==> src/csq_pkg.sv <==
package csq_pkg;

    localparam int OPCODE_W = 3;
    localparam int STATUS_W = 3;
    localparam int CFG_DATA_W = 16;
    localparam int CFG_IDX_W = 1;
    localparam int OUT_COUNT_W = 16;

    localparam logic [OPCODE_W-1:0] OP_WAIT     = 3'd0;
    localparam logic [OPCODE_W-1:0] OP_TRY_WAIT = 3'd1;
    localparam logic [OPCODE_W-1:0] OP_POST     = 3'd2;
    localparam logic [OPCODE_W-1:0] OP_REMOVE   = 3'd3;
    localparam logic [OPCODE_W-1:0] OP_READ     = 3'd4;

    localparam logic [STATUS_W-1:0] STS_GRANTED = 3'd0;
    localparam logic [STATUS_W-1:0] STS_REFUSED = 3'd1;
    localparam logic [STATUS_W-1:0] STS_QUEUED  = 3'd2;
    localparam logic [STATUS_W-1:0] STS_FULL    = 3'd3;
    localparam logic [STATUS_W-1:0] STS_DONE    = 3'd4;

    localparam logic [CFG_IDX_W-1:0] CFG_MAX_COUNT  = 1'b0;
    localparam logic [CFG_IDX_W-1:0] CFG_INIT_COUNT = 1'b1;

    typedef enum logic [1:0] {
        ST_IDLE,
        ST_EXEC,
        ST_SCAN
    } t_state;

    typedef enum logic [3:0] {
        CMD_NONE,
        CMD_LATCH,
        CMD_GRANT,
        CMD_REFUSE,
        CMD_ENQUEUE,
        CMD_FULL,
        CMD_POST,
        CMD_DONE,
        CMD_SCAN_START,
        CMD_SCAN_STEP,
        CMD_SCAN_END
    } t_dp_cmd;

    typedef struct packed {
        logic count_zero;
        logic queue_full;
        logic queue_empty;
        logic scan_pend;
    } t_dp_status;

endpackage

==> src/counting_semaphore_wait_queue.sv <==
// Channel   Ports                                              Direction  Handshake
// command   i_start, o_busy, i_opcode, i_task_id               in         start & !busy
// result    o_valid, o_status, o_count_now, o_woken_valid,     out        o_valid strobe,
//           o_woken_task                                                  one cycle
// config    i_cfg_we, i_cfg_idx, i_cfg_data                    in         i_cfg_we, no wait
//
// Wait, try wait, post, read count: latched in ST_IDLE, executed in ST_EXEC, then
// the result strobe. Remove: a compaction scan in ST_SCAN over the queued entries,
// one memory read per cycle (single read port, single write port on the id
// memory); with an empty queue it ends in ST_EXEC like the others.
// o_busy is low again in the strobe cycle, so the next command may go in then.
// Synchronous active-low reset: count 0, max count 1, queue empty.
// The result is held one cycle only; the receiver cannot stall it.
module counting_semaphore_wait_queue
    import csq_pkg::*;
#(
    parameter int QUEUE_DEPTH   = 16,
    parameter int TASK_ID_WIDTH = 8,
    parameter int COUNT_WIDTH   = 16
) (
    input  logic                     i_clk,
    input  logic                     i_rst_n,
    input  logic                     i_start,
    output logic                     o_busy,
    input  logic [OPCODE_W-1:0]      i_opcode,
    input  logic [TASK_ID_WIDTH-1:0] i_task_id,
    input  logic                     i_cfg_we,
    input  logic [CFG_IDX_W-1:0]     i_cfg_idx,
    input  logic [CFG_DATA_W-1:0]    i_cfg_data,
    output logic                     o_valid,
    output logic [STATUS_W-1:0]      o_status,
    output logic [OUT_COUNT_W-1:0]   o_count_now,
    output logic                     o_woken_valid,
    output logic [TASK_ID_WIDTH-1:0] o_woken_task
);

    t_dp_cmd    dp_cmd;
    t_dp_status dp_status;

    csq_ctrl u_ctrl (
        .i_clk       (i_clk),
        .i_rst_n     (i_rst_n),
        .i_start     (i_start),
        .i_opcode    (i_opcode),
        .i_dp_status (dp_status),
        .o_dp_cmd    (dp_cmd),
        .o_busy      (o_busy)
    );

    csq_dp #(
        .QUEUE_DEPTH   (QUEUE_DEPTH),
        .TASK_ID_WIDTH (TASK_ID_WIDTH),
        .COUNT_WIDTH   (COUNT_WIDTH)
    ) u_dp (
        .i_clk         (i_clk),
        .i_rst_n       (i_rst_n),
        .i_dp_cmd      (dp_cmd),
        .o_dp_status   (dp_status),
        .i_task_id     (i_task_id),
        .i_cfg_we      (i_cfg_we),
        .i_cfg_idx     (i_cfg_idx),
        .i_cfg_data    (i_cfg_data),
        .o_valid       (o_valid),
        .o_status      (o_status),
        .o_count_now   (o_count_now),
        .o_woken_valid (o_woken_valid),
        .o_woken_task  (o_woken_task)
    );

endmodule

==> src/csq_ctrl.sv <==
module csq_ctrl
    import csq_pkg::*;
(
    input  logic                i_clk,
    input  logic                i_rst_n,
    input  logic                i_start,
    input  logic [OPCODE_W-1:0] i_opcode,
    input  t_dp_status          i_dp_status,
    output t_dp_cmd             o_dp_cmd,
    output logic                o_busy
);

    t_state              r_state, n_state;
    logic [OPCODE_W-1:0] r_op, n_op;

    always_ff @(posedge i_clk) begin
        if (!i_rst_n) begin
            r_state <= ST_IDLE;
        end else begin
            r_state <= n_state;
        end
        r_op <= n_op;
    end

    always_comb begin
        n_state  = r_state;
        n_op     = r_op;
        o_dp_cmd = CMD_NONE;
        o_busy   = 1'b1;
        case (r_state)
            ST_IDLE: begin
                o_busy = 1'b0;
                if (i_start) begin
                    o_dp_cmd = CMD_LATCH;
                    n_op     = i_opcode;
                    n_state  = ST_EXEC;
                end
            end
            ST_EXEC: begin
                n_state = ST_IDLE;
                case (r_op)
                    OP_WAIT: begin
                        if (!i_dp_status.count_zero) begin
                            o_dp_cmd = CMD_GRANT;
                        end else if (i_dp_status.queue_full) begin
                            o_dp_cmd = CMD_FULL;
                        end else begin
                            o_dp_cmd = CMD_ENQUEUE;
                        end
                    end
                    OP_TRY_WAIT: begin
                        o_dp_cmd = i_dp_status.count_zero ? CMD_REFUSE : CMD_GRANT;
                    end
                    OP_POST: begin
                        o_dp_cmd = CMD_POST;
                    end
                    OP_REMOVE: begin
                        if (i_dp_status.queue_empty) begin
                            o_dp_cmd = CMD_DONE;
                        end else begin
                            o_dp_cmd = CMD_SCAN_START;
                            n_state  = ST_SCAN;
                        end
                    end
                    default: begin
                        // read count and unused opcodes
                        o_dp_cmd = CMD_DONE;
                    end
                endcase
            end
            ST_SCAN: begin
                if (i_dp_status.scan_pend) begin
                    o_dp_cmd = CMD_SCAN_STEP;
                end else begin
                    o_dp_cmd = CMD_SCAN_END;
                    n_state  = ST_IDLE;
                end
            end
            default: begin
                n_state = ST_IDLE;
            end
        endcase
    end

endmodule

==> src/csq_dp.sv <==
module csq_dp
    import csq_pkg::*;
#(
    parameter int QUEUE_DEPTH   = 16,
    parameter int TASK_ID_WIDTH = 8,
    parameter int COUNT_WIDTH   = 16
) (
    input  logic                     i_clk,
    input  logic                     i_rst_n,
    input  t_dp_cmd                  i_dp_cmd,
    output t_dp_status               o_dp_status,
    input  logic [TASK_ID_WIDTH-1:0] i_task_id,
    input  logic                     i_cfg_we,
    input  logic [CFG_IDX_W-1:0]     i_cfg_idx,
    input  logic [CFG_DATA_W-1:0]    i_cfg_data,
    output logic                     o_valid,
    output logic [STATUS_W-1:0]      o_status,
    output logic [OUT_COUNT_W-1:0]   o_count_now,
    output logic                     o_woken_valid,
    output logic [TASK_ID_WIDTH-1:0] o_woken_task
);

    localparam int PTR_W = (QUEUE_DEPTH > 1) ? $clog2(QUEUE_DEPTH) : 1;
    localparam int TOT_W = $clog2(QUEUE_DEPTH + 1);
    localparam int CMP_W = (COUNT_WIDTH > CFG_DATA_W) ? COUNT_WIDTH : CFG_DATA_W;

    // circular buffer of waiting task ids, head is the oldest
    logic [TASK_ID_WIDTH-1:0] mem [QUEUE_DEPTH];

    logic [COUNT_WIDTH-1:0]   r_count, n_count;
    logic [CFG_DATA_W-1:0]    r_max, n_max;
    logic [TOT_W-1:0]         r_total, n_total;
    logic [PTR_W-1:0]         r_head, n_head;
    logic [PTR_W-1:0]         r_tail, n_tail;
    logic [TASK_ID_WIDTH-1:0] r_tid, n_tid;
    logic [TASK_ID_WIDTH-1:0] r_rd_data;
    logic [PTR_W-1:0]         r_rd_ptr, n_rd_ptr;
    logic [TOT_W-1:0]         r_rd_cnt, n_rd_cnt;
    logic                     r_pend, n_pend;
    logic [PTR_W-1:0]         r_wr_ptr, n_wr_ptr;
    logic [TOT_W-1:0]         r_keep, n_keep;
    logic                     r_valid, n_valid;
    logic [STATUS_W-1:0]      r_status, n_status;
    logic [OUT_COUNT_W-1:0]   r_count_out, n_count_out;
    logic                     r_woken_valid, n_woken_valid;
    logic [TASK_ID_WIDTH-1:0] r_woken_task, n_woken_task;

    logic                     mem_we;
    logic [PTR_W-1:0]         mem_waddr;
    logic [TASK_ID_WIDTH-1:0] mem_wdata;
    logic [PTR_W-1:0]         mem_raddr;
    logic                     can_inc;
    logic [CMP_W-1:0]         cnt_ext;
    logic [CMP_W-1:0]         cfg_ext;

    function automatic logic [PTR_W-1:0] ptr_inc(input logic [PTR_W-1:0] p);
        if (p == PTR_W'(QUEUE_DEPTH - 1)) begin
            return '0;
        end else begin
            return p + 1'b1;
        end
    endfunction

    always_ff @(posedge i_clk) begin
        if (mem_we) begin
            mem[mem_waddr] <= mem_wdata;
        end
        r_rd_data <= mem[mem_raddr];
    end

    always_ff @(posedge i_clk) begin
        if (!i_rst_n) begin
            r_count       <= '0;
            r_max         <= CFG_DATA_W'(1);
            r_total       <= '0;
            r_head        <= '0;
            r_tail        <= '0;
            r_pend        <= 1'b0;
            r_valid       <= 1'b0;
        end else begin
            r_count       <= n_count;
            r_max         <= n_max;
            r_total       <= n_total;
            r_head        <= n_head;
            r_tail        <= n_tail;
            r_pend        <= n_pend;
            r_valid       <= n_valid;
        end
        r_tid         <= n_tid;
        r_rd_ptr      <= n_rd_ptr;
        r_rd_cnt      <= n_rd_cnt;
        r_wr_ptr      <= n_wr_ptr;
        r_keep        <= n_keep;
        r_status      <= n_status;
        r_count_out   <= n_count_out;
        r_woken_valid <= n_woken_valid;
        r_woken_task  <= n_woken_task;
    end

    assign can_inc = (CMP_W'(r_count) < CMP_W'(r_max)) && (r_count != '1);
    assign cfg_ext = CMP_W'(i_cfg_data);

    always_comb begin
        n_count       = r_count;
        n_max         = r_max;
        n_total       = r_total;
        n_head        = r_head;
        n_tail        = r_tail;
        n_tid         = r_tid;
        n_rd_ptr      = r_rd_ptr;
        n_rd_cnt      = r_rd_cnt;
        n_pend        = r_pend;
        n_wr_ptr      = r_wr_ptr;
        n_keep        = r_keep;
        n_valid       = 1'b0;
        n_status      = r_status;
        n_woken_valid = 1'b0;
        n_woken_task  = '0;
        mem_we        = 1'b0;
        mem_waddr     = r_tail;
        mem_wdata     = r_tid;
        // outside a scan the read port keeps the head entry ready for post
        mem_raddr     = (i_dp_cmd == CMD_SCAN_STEP) ? r_rd_ptr : r_head;

        case (i_dp_cmd)
            CMD_LATCH: begin
                n_tid = i_task_id;
            end
            CMD_GRANT: begin
                n_count  = r_count - 1'b1;
                n_valid  = 1'b1;
                n_status = STS_GRANTED;
            end
            CMD_REFUSE: begin
                n_valid  = 1'b1;
                n_status = STS_REFUSED;
            end
            CMD_ENQUEUE: begin
                mem_we   = 1'b1;
                n_tail   = ptr_inc(r_tail);
                n_total  = r_total + 1'b1;
                n_valid  = 1'b1;
                n_status = STS_QUEUED;
            end
            CMD_FULL: begin
                n_valid  = 1'b1;
                n_status = STS_FULL;
            end
            CMD_POST: begin
                if (can_inc) begin
                    n_count = r_count + 1'b1;
                end
                if (r_total != '0) begin
                    n_woken_valid = 1'b1;
                    n_woken_task  = r_rd_data;
                    n_head        = ptr_inc(r_head);
                    n_total       = r_total - 1'b1;
                end
                n_valid  = 1'b1;
                n_status = STS_DONE;
            end
            CMD_DONE: begin
                n_valid  = 1'b1;
                n_status = STS_DONE;
            end
            CMD_SCAN_START: begin
                // head entry is already being read this cycle
                n_rd_ptr = ptr_inc(r_head);
                n_rd_cnt = TOT_W'(1);
                n_pend   = 1'b1;
                n_wr_ptr = r_head;
                n_keep   = '0;
            end
            CMD_SCAN_STEP: begin
                // write side trails the read side, survivors slide toward head
                if (r_pend && (r_rd_data != r_tid)) begin
                    mem_we    = 1'b1;
                    mem_waddr = r_wr_ptr;
                    mem_wdata = r_rd_data;
                    n_wr_ptr  = ptr_inc(r_wr_ptr);
                    n_keep    = r_keep + 1'b1;
                end
                n_pend = (r_rd_cnt < r_total);
                if (r_rd_cnt < r_total) begin
                    n_rd_ptr = ptr_inc(r_rd_ptr);
                    n_rd_cnt = r_rd_cnt + 1'b1;
                end
            end
            CMD_SCAN_END: begin
                n_total  = r_keep;
                n_tail   = r_wr_ptr;
                n_valid  = 1'b1;
                n_status = STS_DONE;
            end
            default: begin
            end
        endcase

        if (i_cfg_we) begin
            case (i_cfg_idx)
                CFG_MAX_COUNT:  n_max = i_cfg_data;
                CFG_INIT_COUNT: n_count = cfg_ext[COUNT_WIDTH-1:0];
                default: begin
                end
            endcase
        end

        cnt_ext     = CMP_W'(n_count);
        n_count_out = cnt_ext[OUT_COUNT_W-1:0];
    end

    assign o_dp_status.count_zero  = (r_count == '0);
    assign o_dp_status.queue_full  = (r_total == TOT_W'(QUEUE_DEPTH));
    assign o_dp_status.queue_empty = (r_total == '0);
    assign o_dp_status.scan_pend   = r_pend;

    assign o_valid       = r_valid;
    assign o_status      = r_status;
    assign o_count_now   = r_count_out;
    assign o_woken_valid = r_woken_valid;
    assign o_woken_task  = r_woken_task;

endmodule
==> config.mk <==
export PLATFORM = sky130hd
export DESIGN_NAME = counting_semaphore_wait_queue
export DESIGN_NICKNAME = d
export VERILOG_FILES = /design/src/csq_pkg.sv /design/src/counting_semaphore_wait_queue.sv /design/src/csq_ctrl.sv /design/src/csq_dp.sv
export SDC_FILE = /design/constraint.sdc
export NUM_CORES = 1
export LEC_CHECK = 0
export BUFFER_PORTS_ARGS = -buffer_cell sky130_fd_sc_hd__buf_2
export CORE_MARGIN = 5
export CORE_UTILIZATION = 28
export CTS_CLUSTER_DIAMETER = 30
export DETAILED_ROUTE_END_ITERATION = 8
export PLACE_DENSITY = 0.49
export SYNTH_ARGS = -nofsm -noshare
export SYNTH_HDL_FRONTEND = slang
export SYNTH_SLANG_ARGS = --single-unit
==> constraint.sdc <==
create_clock -name i_clk -period 6.1 [get_ports i_clk]
set_input_delay 1.525 -clock i_clk [delete_from_list [all_inputs] [get_ports i_clk]]
set_output_delay 1.525 -clock i_clk [all_outputs]
set_load 0.03 [all_outputs]
======== After elaboration in Yosys (flattened, before gate mapping) ========
Memory sizes are Yosys's and may differ from the RTL's. A register that Yosys moved wholly into a read port is not among the register bits.
Cells that the tools add are included.
storage, ports and cells
  input bits .............................. 32
  output and inout port bits .............. 30
  memories ................................ 1
  memory bits (writable) .................. 128
  logic and storage cells ................. 125
  register bits after elaboration ......... 106
cells by class
  add/sub/neg operators ................... 10
  muxes and demuxes ....................... 46
  eq/ne operators ......................... 27
  bitwise gates (word level) .............. 1
  reduce and logical (&&, ||, !) cells .... 20
  $lt $le $gt $ge ......................... 2
memories
  name      depth  width  read ports  clocked after Yosys merged registers in  write ports  line          source
  u_dp.mem  16     8      1           1                                        1            csq_dp.sv:28  logic [TASK_ID_WIDTH-1:0] mem [QUEUE_DEPTH];
operators with widths
  operator                                            number
  2-to-1 mux 16 bit                                   3
  2-to-1 mux 4 bit                                    11
  case mux 16 bit (2 select lines)                    1
  == test 4 bit, second input constant                7
  case mux 4 bit (2 select lines)                     3
  case mux 5 bit (2 select lines)                     2
  adder 16 x 1 -> 16 bit, second input constant       1
  adder 4 x 1 -> 4 bit, second input constant         4
  == test 4 x 3 -> 1 bit, second input constant       4
  logical NOT 16 bit                                  1
  less-than comparator 16 bit                         1
  2-to-1 mux 8 bit                                    2
  != test 16 bit, second input constant               1
  case mux 4 bit (4 select lines)                     1
  subtractor 16 x 1 -> 16 bit, second input constant  1
  adder 5 x 1 -> 5 bit, second input constant         3
  2-to-1 mux 5 bit                                    3
  case mux 3 bit (5 select lines)                     1
  case mux 5 bit (3 select lines)                     1
  AND reduction 2 bit                                 7
  case mux 4 bit (3 select lines)                     1
  2-to-1 mux 2 bit                                    5
  nonzero test 5 bit                                  2
  2-to-1 mux 1 bit                                    9
  23 further kinds                                    31

======== Depth between registers and ports, before layout ========
  word-level depth ........................ 9
  mapped depth ............................ 13
  mapped depth without buffers ............ 11

======== Hierarchy ========
From an unflattened synthesis, not the netlist that was laid out.
second synthesis, totals
  cell total of the unflattened synthesis .. 1050
  area, all modules ....................... 11335.9 um2
by module, submodules not included
  module    area each (um2)  times used  sequential area each (um2)  cells an instance
  csq_dp    11050.6          1           6316.1                      1020
  csq_ctrl  285.3            1           130.1                       30

======== Worst setup path before layout ========
OpenSTA, ideal clock, no wires.
  kind .................................... input-to-reg
  from .................................... in i_start
  to ...................................... reg u_dp.r_count[6]
  required time ........................... 5966 ps
  slack ................................... 3213 ps
  data arrival time ....................... 2753 ps
  cell stages on the path ................. 7
  setup time .............................. 134 ps
  buffers on the path ..................... 1
  path through ............................ mux2i_1 nor2_1 a21oi_1 buf_2 o211ai_1 a221oi_1 a211oi_1
on the way
  word-level cells in the longest chain between the ends .. 6
  elaborated cells between the ends (all ways) .. 7
  classes of those cells .................. eq/ne: 2; mux: 5
ends and longest elaborated chain
  element                                                           line                                 source
  from (decl)                                                       counting_semaphore_wait_queue.sv:23  input logic i_start,
  2-to-1 mux 1 bit *                                                csq_ctrl.sv:33                       if (i_start) begin
  case mux 4 bit (3 select lines) *                                 csq_ctrl.sv:30                       case (r_state)
  == test 4 x 3 -> 1 bit or == test 4 x 2 -> 1 bit (tied branches)  --
  case mux 16 bit (2 select lines) *                                csq_dp.sv:125                        case (i_dp_cmd)
  2-to-1 mux 16 bit                                                 csq_dp.sv:200                        case (i_cfg_idx)
  2-to-1 mux 16 bit *                                               csq_dp.sv:199                        if (i_cfg_we) begin
  to (signal assigned)                                              csq_dp.sv:81                         r_count <= n_count;
  to (decl)                                                         csq_dp.sv:30                         logic [COUNT_WIDTH-1:0] r_count, n_count;
Every way passes the cells marked *; elsewhere a longest branch is shown, timed or not.
A chain may end at the register's enable or synchronous reset.

======== Worst setup path after layout ========
  from .................................... reg u_dp.r_count[4]
  to ...................................... mem u_dp.mem[0][1] (enable)
on the way
  word-level cells in the longest chain between the ends .. 8
  elaborated cells between the ends (all ways) .. 11
  classes of those cells .................. eq/ne: 2; mux: 8; reduce/logical: 1
ends and longest elaborated chain
  element                                                  line                            source
  logical NOT 16 bit *                                     csq_dp.sv:212                   assign o_dp_status.count_zero = (r_count == '0);
  2-to-1 mux 1 bit or 2-to-1 mux 4 bit (tied branches)     csq_ctrl.sv:52, csq_ctrl.sv:43
  case mux 4 bit (4 select lines) *                        csq_ctrl.sv:41                  case (r_op)
  case mux 4 bit (3 select lines) *                        csq_ctrl.sv:30
  == test 4 bit or == test 4 x 3 -> 1 bit (tied branches)  --
  case mux 1 bit (2 select lines)                          csq_dp.sv:125
  2-to-1 mux 1 bit                                         csq_dp.sv:65                    if (mem_we) begin
  2-to-1 mux 1 bit (not written as such)                   csq_dp.sv:66                    mem[mem_waddr] <= mem_wdata;
  to (decl)                                                csq_dp.sv:28
Marks and branches as above.

==> impl_metrics.sql <==
INSERT INTO impl_metrics (metric_group, metric, value, unit) VALUES
('cts', 'cts_tree', 'yes', ''),
('outcome', 'run_status', 'finished clean', ''),
('route', 'ant_nets', '0', ''),
('placed_design', 'place_congestion', '0.821', ''),
('floorplan', 'starting_density_of_the_core', '28.3', '%'),
('global_route', 'grt_first_pass_wirelength', '45.4', 'mm'),
('yosys', 'synthesis.yosys.warnings', '0', ''),
('final_layout', 'final_layout_size_suffix_gt1_share', '22.3', '%'),
('floorplan', 'floorplan.die.height', '210', 'um'),
('yosys', 'syn_nets', '988', ''),
('setup_path', 'worstPathArrival', '3780', 'ps'),
('yosys', 'synth.avg_cell_area', '12.2', 'sq um'),
('timing', 'maxSlewViolCount', '0', ''),
('global_route', 'grt_pass1_vias', '7750', ''),
('cts', 'clkLatencyLatePin', '560', 'ps'),
('power_and_ir_drop', 'total_leakage_power', '5.07', 'nW'),
('yosys', 'ys_async_sr_fraction', '0', '%'),
('yosys', 'synth_top_area_cell', 'sky130_fd_sc_hd__edfxtp_1', ''),
('yosys', 'synthTopCellsByCount', 'sky130_fd_sc_hd__edfxtp_1, sky130_fd_sc_hd__dfxtp_1, sky130_fd_sc_hd__nor2_1', ''),
('timing', 'setup_viol_count_final', '0', ''),
('global_route', 'groute.usage.overall', '13.0', '%'),
('timing', 'worst_setup_skew_after_layout', '16.6', 'ps'),
('timing', 'unrepaired_setup_endpoints_after_global_routing', 'false', ''),
('final_layout', 'final_net_count', '1067', ''),
('route', 'num_vias', '7652', ''),
('yosys', 'synth_enable_flop_cells', '160', ''),
('cts', 'clockBufferDepth', '3', ''),
('final_layout', 'post_layout_nonfiller_instances', '1572', ''),
('yosys', 'syn-instance-count', '924', ''),
('global_route', 'global_route.usage.met3', '2.77', '%'),
('floorplan', 'rows', '73', ''),
('global_route', 'global_route.overflow_total', '0', ''),
('setup_path', 'worst_setup_path_end_kind', 'register', ''),
('global_route', 'grtUsageMet1', '16.1', '%'),
('power_and_ir_drop', 'worst_ir_drop_vdd', '0.000203', 'V'),
('yosys', 'yosysSeqAreaShare', '57.3', '%'),
('placed_design', 'hpwl', '19.7', 'mm'),
('final_layout', 'area.growth.synth_to_final', '24.4', '%'),
('route', 'wl', '29.1', 'mm'),
('timing', 'max_clock_freq', '277', 'MHz'),
('timing', 'layout_min_cycle_time', '3610', 'ps'),
('floorplan', 'fp.dieArea', '44300', 'sq um'),
('timing', 'totalNegativeSetupSlack', '0', 'ps'),
('timing', 'hold_viol', '0', ''),
('yosys', 'synth-seq-cells', '242', ''),
('cts', 'clockRootBuffer', 'sky130_fd_sc_hd__clkbuf_16', ''),
('setup_path', 'timing_worst_setup_path_type', 'reg2reg', ''),
('cts', 'clock-sinks', '242', ''),
('global_route', 'grt_antenna_before_repair', '0', ''),
('placed_design', 'buffer_ports.inserted', '61', ''),
('final_layout', 'diodes', '0', ''),
('yosys', 'synthMuxAreaShare', '9.46', '%'),
('cts', 'cts_setup_buffers', '0', ''),
('global_route', 'globalRoute.busiestLayer', 'met2', ''),
('setup_path', 'cells_along_the_critical_path', 'nor2_1 > nand4b_1 > or3_4 > nor4_4 > a31oi_1 > nor2_1', ''),
('route', 'route.detailed.drc', '0', ''),
('timing', 'period_share', '59.1', '%'),
('setup_path', 'worstPathMaxFanout', '12', ''),
('floorplan', 'io_pins', '62', ''),
('yosys', 'yosysMostFrequentCell', 'sky130_fd_sc_hd__edfxtp_1', ''),
('route', 'dr.pass1.iters', '5', ''),
('floorplan', 'core_area', '39700', 'sq um'),
('yosys', 'synthesis.area', '11200', 'sq um'),
('cts', 'clk_slew_on_worst_s_h_paths', '50', 'ps'),
('yosys', 'synthTopCellsByArea', 'sky130_fd_sc_hd__edfxtp_1, sky130_fd_sc_hd__dfxtp_1, sky130_fd_sc_hd__mux4_2, sky130_fd_sc_hd__ha_1, sky130_fd_sc_hd__a21oi_1', ''),
('power_and_ir_drop', 'power.density', '363', 'nW/um^2'),
('setup_path', 'slowest_delay', '810', 'ps'),
('route', 'avgViaCountPerCell', '4.87', ''),
('floorplan', 'chipWidth', '210', 'um'),
('final_layout', 'postLayoutCoreUtil', '35.2', '%'),
('yosys', 'synth-adder-area-share', '3.63', '%');
-- sequential cells by signal, summed over array words and instances, names as in the netlist, 5 cells and up --
signal / count
u_dp.mem: 128
u_dp.o_count_now: 16
u_dp.r_count: 16
u_dp.r_max: 16
u_dp.o_woken_task: 8
u_dp.r_rd_data: 8
u_dp.r_tid: 8
u_dp.r_keep: 5
u_dp.r_rd_cnt: 5
u_dp.r_total: 5
-- layer usage --
metal  vias to the layer above  part of all wire [%]  wire [um]
met5                         -                     0          0
met4                         0                   1.6        477
met3                        37                   4.5       1300
met2                       166                    50      14600
met1                      3752                    44      12700
li1                       3697                     -          -
-- kinds of logic after synthesis --
family          count (synthesis)
compound gates                189
xor+xnor                       24
fa+ha+maj                      32
buf+inv                        83
flops                         242
mux                            65
simple gates                  289
-- stage by stage --
step	total power [mW]	setup slack, ps	area [sq um]
finish	5.08	2490	14000
CTS	5.14	2460	14000
global placement	2.17	2500	12100
global route	5.27	2220	14000
floorplan	2.06	3210	11200
detailed placement	2.17	2430	12100
-- power breakdown --
group	internal, mW	switching, mW	total (mW)
logic	0.101	0.214	0.315
registers	1.79	0.0376	1.82
clock network	2.01	0.940	2.95
total	3.89	1.19	5.08
-- path summary, 6_finish.rpt --
check,from,to,cells past startpoint
setup / recovery,u_dp.r_count[4],u_dp.mem[0][1],6
hold / removal,u_dp.r_max[4],u_dp.r_max[4],2
setup reg to reg,u_dp.r_count[4],u_dp.mem[0][1],6
hold reg to reg,u_dp.r_max[4],u_dp.r_max[4],2
-- critical path: cells and delay by family, from the launching register on --
kind	cells	cell delay (ps)
compound gates	1	300
simple gates	5	2480
flops	1	420
-- layout make-up --
cell class	count	area [sq um]
clock inverters	38	494
flip-flops and latches	242	6450
inverters	35	131
clock buffers	60	1370
multi-input cells	599	4500
well taps	525	657
repair buffers	73	395
fillers	3917	25700
-- placed cells by master (no fill, tap or decap), types with 6 or more instances in the layout --
cell,n
sky130_fd_sc_hd__inv_1,35
sky130_fd_sc_hd__or2_2,8
sky130_fd_sc_hd__mux2i_1,20
sky130_fd_sc_hd__buf_2,61
sky130_fd_sc_hd__and2_1,17
sky130_fd_sc_hd__xor2_1,15
sky130_fd_sc_hd__nand4_1,6
sky130_fd_sc_hd__nand2b_1,10
sky130_fd_sc_hd__nor2b_1,10
sky130_fd_sc_hd__a211oi_1,25
sky130_fd_sc_hd__dfxtp_1,82
sky130_fd_sc_hd__clkbuf_16,53
sky130_fd_sc_hd__a221oi_1,8
sky130_fd_sc_hd__ha_1,31
sky130_fd_sc_hd__nand2_1,74
sky130_fd_sc_hd__buf_4,12
sky130_fd_sc_hd__edfxtp_1,160
sky130_fd_sc_hd__nor2_1,75
sky130_fd_sc_hd__a21o_1,9
sky130_fd_sc_hd__a31oi_1,12
sky130_fd_sc_hd__nand3_1,22
sky130_fd_sc_hd__clkinvlp_4,10
sky130_fd_sc_hd__clkinv_2,8
sky130_fd_sc_hd__bufinv_16,9
sky130_fd_sc_hd__a21oi_1,62
sky130_fd_sc_hd__xnor2_1,9
sky130_fd_sc_hd__mux2_2,10
sky130_fd_sc_hd__nor3_1,9
sky130_fd_sc_hd__o21ai_0,26
sky130_fd_sc_hd__nor4_1,14
sky130_fd_sc_hd__mux4_2,32
Note: power is estimated with default switching activity, not from simulation.
